--- config.mk ---
export PLATFORM = sky130hd
export DESIGN_NAME = crc16_reflected_augmented_core
export DESIGN_NICKNAME = d
export VERILOG_FILES = /design/src/rtl/crc16ra_pkg.sv /design/src/rtl/crc16ra_shift8.sv /design/src/rtl/crc16_reflected_augmented_core.sv
export VERILOG_INCLUDE_DIRS = /design/src /design/src/rtl
export SDC_FILE = /design/constraint.sdc
export NUM_CORES = 1
export LEC_CHECK = 0
export BUFFER_PORTS_ARGS = -buffer_cell sky130_fd_sc_hd__buf_2
export CORE_ASPECT_RATIO = 1.25
export CORE_UTILIZATION = 43
export DETAILED_ROUTE_END_ITERATION = 12
export SYNTH_ARGS = -nofsm -noshare
export SYNTH_HDL_FRONTEND = slang
export SYNTH_HIERARCHICAL = 1
export SYNTH_SLANG_ARGS = --single-unit
export TNS_END_PERCENT = 10
--- constraint.sdc ---
create_clock -name clk_i -period 6.4 [get_ports clk_i]
set_input_delay 0.64 -clock clk_i [delete_from_list [all_inputs] [get_ports clk_i]]
set_output_delay 0.64 -clock clk_i [all_outputs]
set_load 0.02 [all_outputs]
--- src/rtl/crc16_reflected_augmented_core_defines.svh ---
// Assertion macros for the CRC-16 core.
// Needs clk_i and rst_ni in the including module's scope.
`ifndef CRC16_REFLECTED_AUGMENTED_CORE_DEFINES_SVH
`define CRC16_REFLECTED_AUGMENTED_CORE_DEFINES_SVH

// Concurrent check on the rising clock edge, off while reset is asserted.
`define CRC_ASSERT(label, prop, msg) \
  label: assert property (@(posedge clk_i) disable iff (!rst_ni) prop) else $error(msg);

// Implication shorthand: antecedent, then consequent in the following cycle.
`define CRC_ASSERT_NEXT(label, ante, cons, msg) \
  `CRC_ASSERT(label, (ante) |=> (cons), msg)

`endif

--- src/rtl/crc16ra_pkg.sv ---
// Shared constants, types and helpers for the CRC-16 core.
// No dependencies.
package crc16ra_pkg;

  localparam int unsigned CrcWidth  = 16;
  localparam int unsigned ByteWidth = 8;
  localparam int unsigned AddrWidth = 3;

  localparam logic [CrcWidth-1:0] PolyReset = 16'h8005;

  typedef logic [CrcWidth-1:0]  crc_t;
  typedef logic [ByteWidth-1:0] byte_t;

  // word index of each register on the APB port
  typedef enum logic [0:0] {
    RegPoly = 1'b0
  } reg_idx_e;

  function automatic crc_t reverse_crc(crc_t v);
    crc_t r;
    for (int i = 0; i < CrcWidth; i++) begin
      r[i] = v[CrcWidth-1-i];
    end
    return r;
  endfunction

endpackage

--- src/rtl/crc16ra_shift8.sv ---
// Eight bit steps of the reflected CRC division, LSB of the byte first.
// Depends on crc16ra_pkg.
module crc16ra_shift8
  import crc16ra_pkg::*;
(
  input  crc_t  rem_i,
  input  byte_t bits_i,
  input  crc_t  poly_i,
  output crc_t  rem_o
);

  always_comb begin
    crc_t r;
    logic top;
    r = rem_i;
    for (int i = 0; i < ByteWidth; i++) begin
      top = r[CrcWidth-1];
      r   = {r[CrcWidth-2:0], bits_i[i]};
      if (top) begin
        r = r ^ poly_i;
      end
    end
    rem_o = r;
  end

endmodule

--- src/rtl/crc16_reflected_augmented_core.sv ---
// Top level of the CRC-16 core: stream ports, APB register, finishing pipe.
// Depends on crc16ra_pkg, crc16ra_shift8 and the assertion macro header.
//
// Takes one message byte per transfer on s_axis (tlast marks the final byte)
// and sustains one byte per clock while s_axis_tready is high. The running
// remainder absorbs the byte in the cycle it is accepted, through one
// eight-bit unrolled step. A final byte then runs through two more eight-bit
// steps that shift in the sixteen zero bits; the bit-reversed CRC passes
// fin1_q, fin2_q and the output register to m_axis. Non-final bytes give no
// output. Bytes keep flowing while a finished CRC waits; s_axis_tready drops
// only when the first finishing stage is full and cannot advance.
// generator_poly sits at APB address 0 (reset 0x8005, CRC-16/ARC); the user
// must write it only while the core is idle, which the core does not enforce.
`include "crc16_reflected_augmented_core_defines.svh"

module crc16_reflected_augmented_core
  import crc16ra_pkg::*;
(
  input  logic                 clk_i,
  input  logic                 rst_ni,
  // stream in
  input  logic                 s_axis_tvalid,
  output logic                 s_axis_tready,
  input  logic [7:0]           s_axis_tdata,   // [7:0] data_byte
  input  logic                 s_axis_tlast,   // final_byte
  // stream out
  output logic                 m_axis_tvalid,
  input  logic                 m_axis_tready,
  output logic [15:0]          m_axis_tdata,   // [15:0] crc_value
  // APB register port
  input  logic                 psel,
  input  logic                 penable,
  input  logic                 pwrite,
  input  logic [AddrWidth-1:0] paddr,
  input  logic [31:0]          pwdata,
  output logic [31:0]          prdata,
  output logic                 pready
);

  crc_t poly_q;
  crc_t rem_q, rem_d;
  crc_t absorb;
  crc_t fin1_q, fin2_q, fin2_d, fin3;
  logic v1_q, v2_q, out_v_q;
  crc_t out_q;

  logic in_xfer, out_rdy, v2_rdy, v1_rdy;
  logic cfg_wr;
  reg_idx_e reg_sel;

  // ---------------- register port ----------------
  assign pready  = 1'b1;
  assign reg_sel = reg_idx_e'(paddr[AddrWidth-1]);
  assign cfg_wr  = psel && penable && pwrite && pready && (reg_sel == RegPoly);

  always_comb begin
    case (reg_sel)
      RegPoly: prdata = {16'b0, poly_q};
      default: prdata = '0;
    endcase
  end

  always_ff @(posedge clk_i or negedge rst_ni) begin
    if (!rst_ni) begin
      poly_q <= PolyReset;
    end else if (cfg_wr) begin
      poly_q <= pwdata[CrcWidth-1:0];
    end
  end

  // ---------------- handshakes ----------------
  assign out_rdy       = !out_v_q || m_axis_tready;
  assign v2_rdy        = !v2_q || out_rdy;
  assign v1_rdy        = !v1_q || v2_rdy;
  assign s_axis_tready = v1_rdy;
  assign in_xfer       = s_axis_tvalid && s_axis_tready;

  // ---------------- datapath ----------------
  crc16ra_shift8 u_absorb (
    .rem_i  (rem_q),
    .bits_i (s_axis_tdata),
    .poly_i (poly_q),
    .rem_o  (absorb)
  );

  crc16ra_shift8 u_zero_lo (
    .rem_i  (fin1_q),
    .bits_i ('0),
    .poly_i (poly_q),
    .rem_o  (fin2_d)
  );

  crc16ra_shift8 u_zero_hi (
    .rem_i  (fin2_q),
    .bits_i ('0),
    .poly_i (poly_q),
    .rem_o  (fin3)
  );

  assign rem_d = s_axis_tlast ? '0 : absorb;

  always_ff @(posedge clk_i or negedge rst_ni) begin
    if (!rst_ni) begin
      rem_q   <= '0;
      v1_q    <= 1'b0;
      v2_q    <= 1'b0;
      out_v_q <= 1'b0;
    end else begin
      if (in_xfer) begin
        rem_q <= rem_d;
      end
      if (v1_rdy) begin
        v1_q <= in_xfer && s_axis_tlast;
      end
      if (v2_rdy) begin
        v2_q <= v1_q;
      end
      if (out_rdy) begin
        out_v_q <= v2_q;
      end
    end
  end

  // payload registers, no reset
  always_ff @(posedge clk_i) begin
    if (in_xfer && s_axis_tlast) begin
      fin1_q <= absorb;
    end
    if (v1_q && v2_rdy) begin
      fin2_q <= fin2_d;
    end
    if (v2_q && out_rdy) begin
      out_q <= reverse_crc(fin3);
    end
  end

  assign m_axis_tvalid = out_v_q;
  assign m_axis_tdata  = out_q;

  // ---------------- checks ----------------
  `CRC_ASSERT_NEXT(a_final_clears_rem, in_xfer && s_axis_tlast, rem_q == '0,
                   "remainder not cleared after final byte")
  `CRC_ASSERT_NEXT(a_final_enters_pipe, in_xfer && s_axis_tlast, v1_q,
                   "final byte did not enter finishing stage")
  `CRC_ASSERT(a_stall_only_when_full, !s_axis_tready |-> (v1_q && v2_q && out_v_q),
              "input stalled with room in the finishing pipe")
  `CRC_ASSERT_NEXT(a_result_moves_out, v2_q && out_rdy, m_axis_tvalid,
                   "finished CRC lost before output register")

endmodule
==> results.md <==
Critical path:
- At the worst endpoint, the required time is 6.65 ns.
- The largest stage delay on the critical path is between 0.9 and 1 ns.
- The cell family contributing the most delay on the critical path is XOR/XNOR gates.
- STA classifies the critical path startpoint as a flop.
- The worst flop-to-flop path startpoint is poly_q[15]$_DFFE_PN1P_.
- The critical path goes through nor2b_1, a221oi_2, xnor2_2, buf_4, o21ai_1, mux2i_1, a31oi_1, xnor2_1, nor2_1, nand3b_1, xnor2_2, nand2_1, xnor2_1, and2b_1, mux2_2.
- The most critical setup path has its startpoint at poly_q[15]$_DFFE_PN1P_.
- The slowest stage of the critical path belongs to the cell sky130_fd_sc_hd__dfstp_4.
- Setup slack on the worst reg-to-reg path comes out at 1.23 ns.
- The critical-path maximum fanout is 63.
- The endpoint identified for the worst register-to-register timing path is rem_q[13]$_DFFE_PN0P_.
- The worst setup path is captured at a flop.
- The critical path is of the flop to flop type.
- Counting buffers and inverters, the worst setup path is 15 cells deep.
- The number of cells traversed by the worst register-to-register path is 15.
- STA puts the critical path data arrival time at 5.43 ns.
- Counting both buffers and inverters, the worst setup path holds a total of 1.
- In this run the worst setup path terminates at rem_q[13]$_DFFE_PN0P_.

Final layout:
- The top cell types in the final layout, fill and taps aside, are 320 x sky130_fd_sc_hd__nand2_1, 231 x sky130_fd_sc_hd__xnor2_1, 120 x sky130_fd_sc_hd__o21ai_0, 66 x sky130_fd_sc_hd__buf_2, 60 x sky130_fd_sc_hd__a32oi_1.
- The final layout contains 1644 nets.
- The synthesis-to-finish area growth is 5.87%.
- The fraction of layout instances using a drive strength above 1 is about 15%.
- The library cell used most frequently in the layout, excluding fill and tap cells, is sky130_fd_sc_hd__nand2_1.

Floorplan:
- Measured along the x axis, the die boundary spans 155 µm.
- For this configuration, the core starts out at a cell density of 43.9%.
- The number of top-level pins is 102.
- The die covers 29900 µm².
- The row count is 69.
- The die is 193 µm tall.
- The placeable core region is 28600 µm².

STA:
- The final critical-path share of the clock period is roughly 81%.
- In this run the tightest slew margin relative to its limit is about 28%.
- The final hold violation count is 0.
- Across the routed clock network, the largest skew measured is 0.0173 ns.
- The final critical delay including setup and external delays is 5.17 ns.
- For this run, the top clock speed supported by timing is 193 MHz.
- Setup repair after global routing left no endpoint under its margin.
- In the final timing run, aggregate negative setup slack is 0 ns.
- The total setup violations reported at the end of the flow is 0.
- For the pin with the worst max-slew slack, the measured transition is 1.07 ns.
- The total count of max-transition violations in the final report is 0.

Run:
- The total of max-cap violations is 0.

Yosys:
- The number of cells produced by synthesis is ~1600.
- Among all flip-flop cells after synthesis, the most frequent one is sky130_fd_sc_hd__edfxtp_1.
- The distinct cell type count after synthesis is 72.
- The number of flops mapped to enable cells by yosys is 48.
- After synthesis the netlist holds a flip-flop and latch count of 83.
- The Yosys step of the flow raised 6 warnings.
- By area, the combinational part of the netlist is dominated by simple AND/OR/NAND/NOR gates.
- After synthesis the cells add up to 12600 µm².
- After synthesis, flip-flops and latches occupy 18.5% of the total area.
- After Yosys synthesis, and, or, nand and nor cells account for 23.2% of the synthesized area.
- The synthesized-area fraction occupied by adder cells is 0%.
- The fraction of synthesized area in multiplexers is between 5 and 6%.
- The xor/xnor share of the synthesized area is 22.6%.
- Of all flip-flops after synthesis, the portion carrying an async set or reset was 42.2%.
- A synthesized cell averages a little under 8 µm².
- The synthesized netlist devotes 22.6% of its cell area to compound gates.

Clock tree:
- The number of hold buffers added after CTS is 0.
- The clock passes through at most 2 buffers.
- The clock transition at the registers of the reported paths is 0.08 ns.
- TritonCTS built the clock tree.
- The post-CTS setup buffer count is 0.
- The number of clock sinks is between 80 and 90.
- The master cell of the clock root buffer is sky130_fd_sc_hd__clkbuf_16.
- The number of clock buffers added by TritonCTS is 9.
- The maximum level of the CTS H-tree is 3.
- At the later pin of the worst-skew pair, clock insertion delay measures 0.37 ns.
- The count of cells resized by post-cts repair is 0.

Detailed routing:
- The per-cell via count in the routed design is 5.80.
- The post-route antenna net violation count is 0.
- In this run, the number of DRC markers left after iteration 0 of detailed routing was 754.
- The first detailed-routing pass ran for 7 iterations.
- Dividing the detail-routed wire length by the instance count gives around 18 µm.
- For this block, the routed nets add up to 36.5 mm of wire.
- After detailed routing, the number of remaining DRC violations is 0.
- The overall via count from detail_route is 11500.

Placement:
- The final weighted congestion of routability-driven global placement is 0.847.
- The port buffer count is 66.
- The HPWL after detailed placement is 24.4 mm.

Global routing:
- The initial antenna violation count is 1.
- The via count of the first global-routing pass is 10400.
- Entering global routing, the biggest net connects 77 pins.
- The first-pass GRT wire length is ~57 mm.
- The total routing resource utilization after global routing is approximately a quarter.
- The residual overflow from global routing is 0.

Min path:
- The worst min-delay path class is input port to asynchronous set/reset pin.

Outcome:
- The run finished with clean final reports.
[area by class of cell]
class                   count  area [µm²]
diodes                      1        2.50
clock buffers               9         225
clock inverters             7        81.3
fillers                  2835       15300
inverters                  12        45.0
multi-input cells        1375        9420
flip-flops and latches     83        2340
well taps                 390         488
repair buffers            112         688
[worst register-to-register path: cells and delay by family (launching register included)]
family                    cells  cell delay, ns
DFF                           1            0.99
and+or+nand+nor               5            1.05
xor gates and xnor gates      4            1.81
AOI/OAI and AO/OA             3            0.46
buffers and inverters         1            0.33
muxes                         2            0.43
[routing by layer]
metal | part of all wire (%) | global-route usage [%] | vias to the layer above
met1 | 42 | 29.8 | 5573
met2 | 51 | 44.1 | 316
met3 | 4.0 | 2.06 | 56
met4 | 2.9 | 9.25 | 0
li1 | - | - | 5591
met5 | 0 | 0 | -
[registers in the layout, summed over array words and instances (netlist names)]
name / count
rem_q: 16
m_axis_tvalid: 1
fin1_q: 16
poly_q: 16
m_axis_tdata: 16
v2_q: 1
fin2_q: 16
v1_q: 1
[worst min-delay path by stage]
| stage | startpoint | end | slack [ns] | cells after the start |
|---|---|---|---|---|
| CTS | rst_ni | rem_q[11]$_DFFE_PN0P_ | 0.41 | 1 |
| detailed placement | rem_q[6]$_DFFE_PN0P_ | rem_q[6]$_DFFE_PN0P_ | 0.52 | 1 |
| global route | rst_ni | rem_q[0]$_DFFE_PN0P_ | 0.45 | 1 |
| floorplan | rst_ni | m_axis_tvalid$_DFFE_PN0P_ | 0.34 | 0 |
| finish | rst_ni | rem_q[0]$_DFFE_PN0P_ | 0.39 | 1 |
| global placement | poly_q[4]$_DFFE_PN0P_ | poly_q[4]$_DFFE_PN0P_ | 0.51 | 1 |
[cell families (layout without fill, tap and decap cells)]
group,count (synthesis),after routing
AO/OA/AOI/OAI,399,399
flip-flops,83,83
XOR/XNOR,291,291
AND/OR/NAND/NOR,596,596
other,2,34
buffers and inverters,198,140
multiplexers,56,56
[through the flow]
stage	hold slack (ns)	worst slack [ns]	instance area, µm²	instances	utilization [%]
floorplan	0.344	2.54	12700	1656	-
global placement	0.510	1.30	13000	1972	45.4
detailed placement	0.517	1.30	13000	1972	45.4
CTS	0.406	1.30	13300	1988	46.5
global route	0.447	0.884	13300	1989	46.5
finish	0.387	1.23	13300	1989	46.5
[cell usage after synthesis (all sizes together) (33+ instances only)]
cell type | n | area share, %
a21oi | 48 | 1.9
a22o | 33 | 2.3
a32oi | 63 | 4.6
buf | 74 | 3.8
clkbuf | 112 | 3.3
edfxtp | 48 | 11
mux2 | 38 | 3.7
nand2 | 321 | 9.7
nand3 | 42 | 1.7
nor2 | 51 | 1.6
o21ai | 153 | 6.1
xnor2 | 249 | 19
xor2 | 33 | 2.5
Power is left out: the tool's default activity adds up to more than one toggle a clock period on the data nets, which glitch-free logic cannot reach.
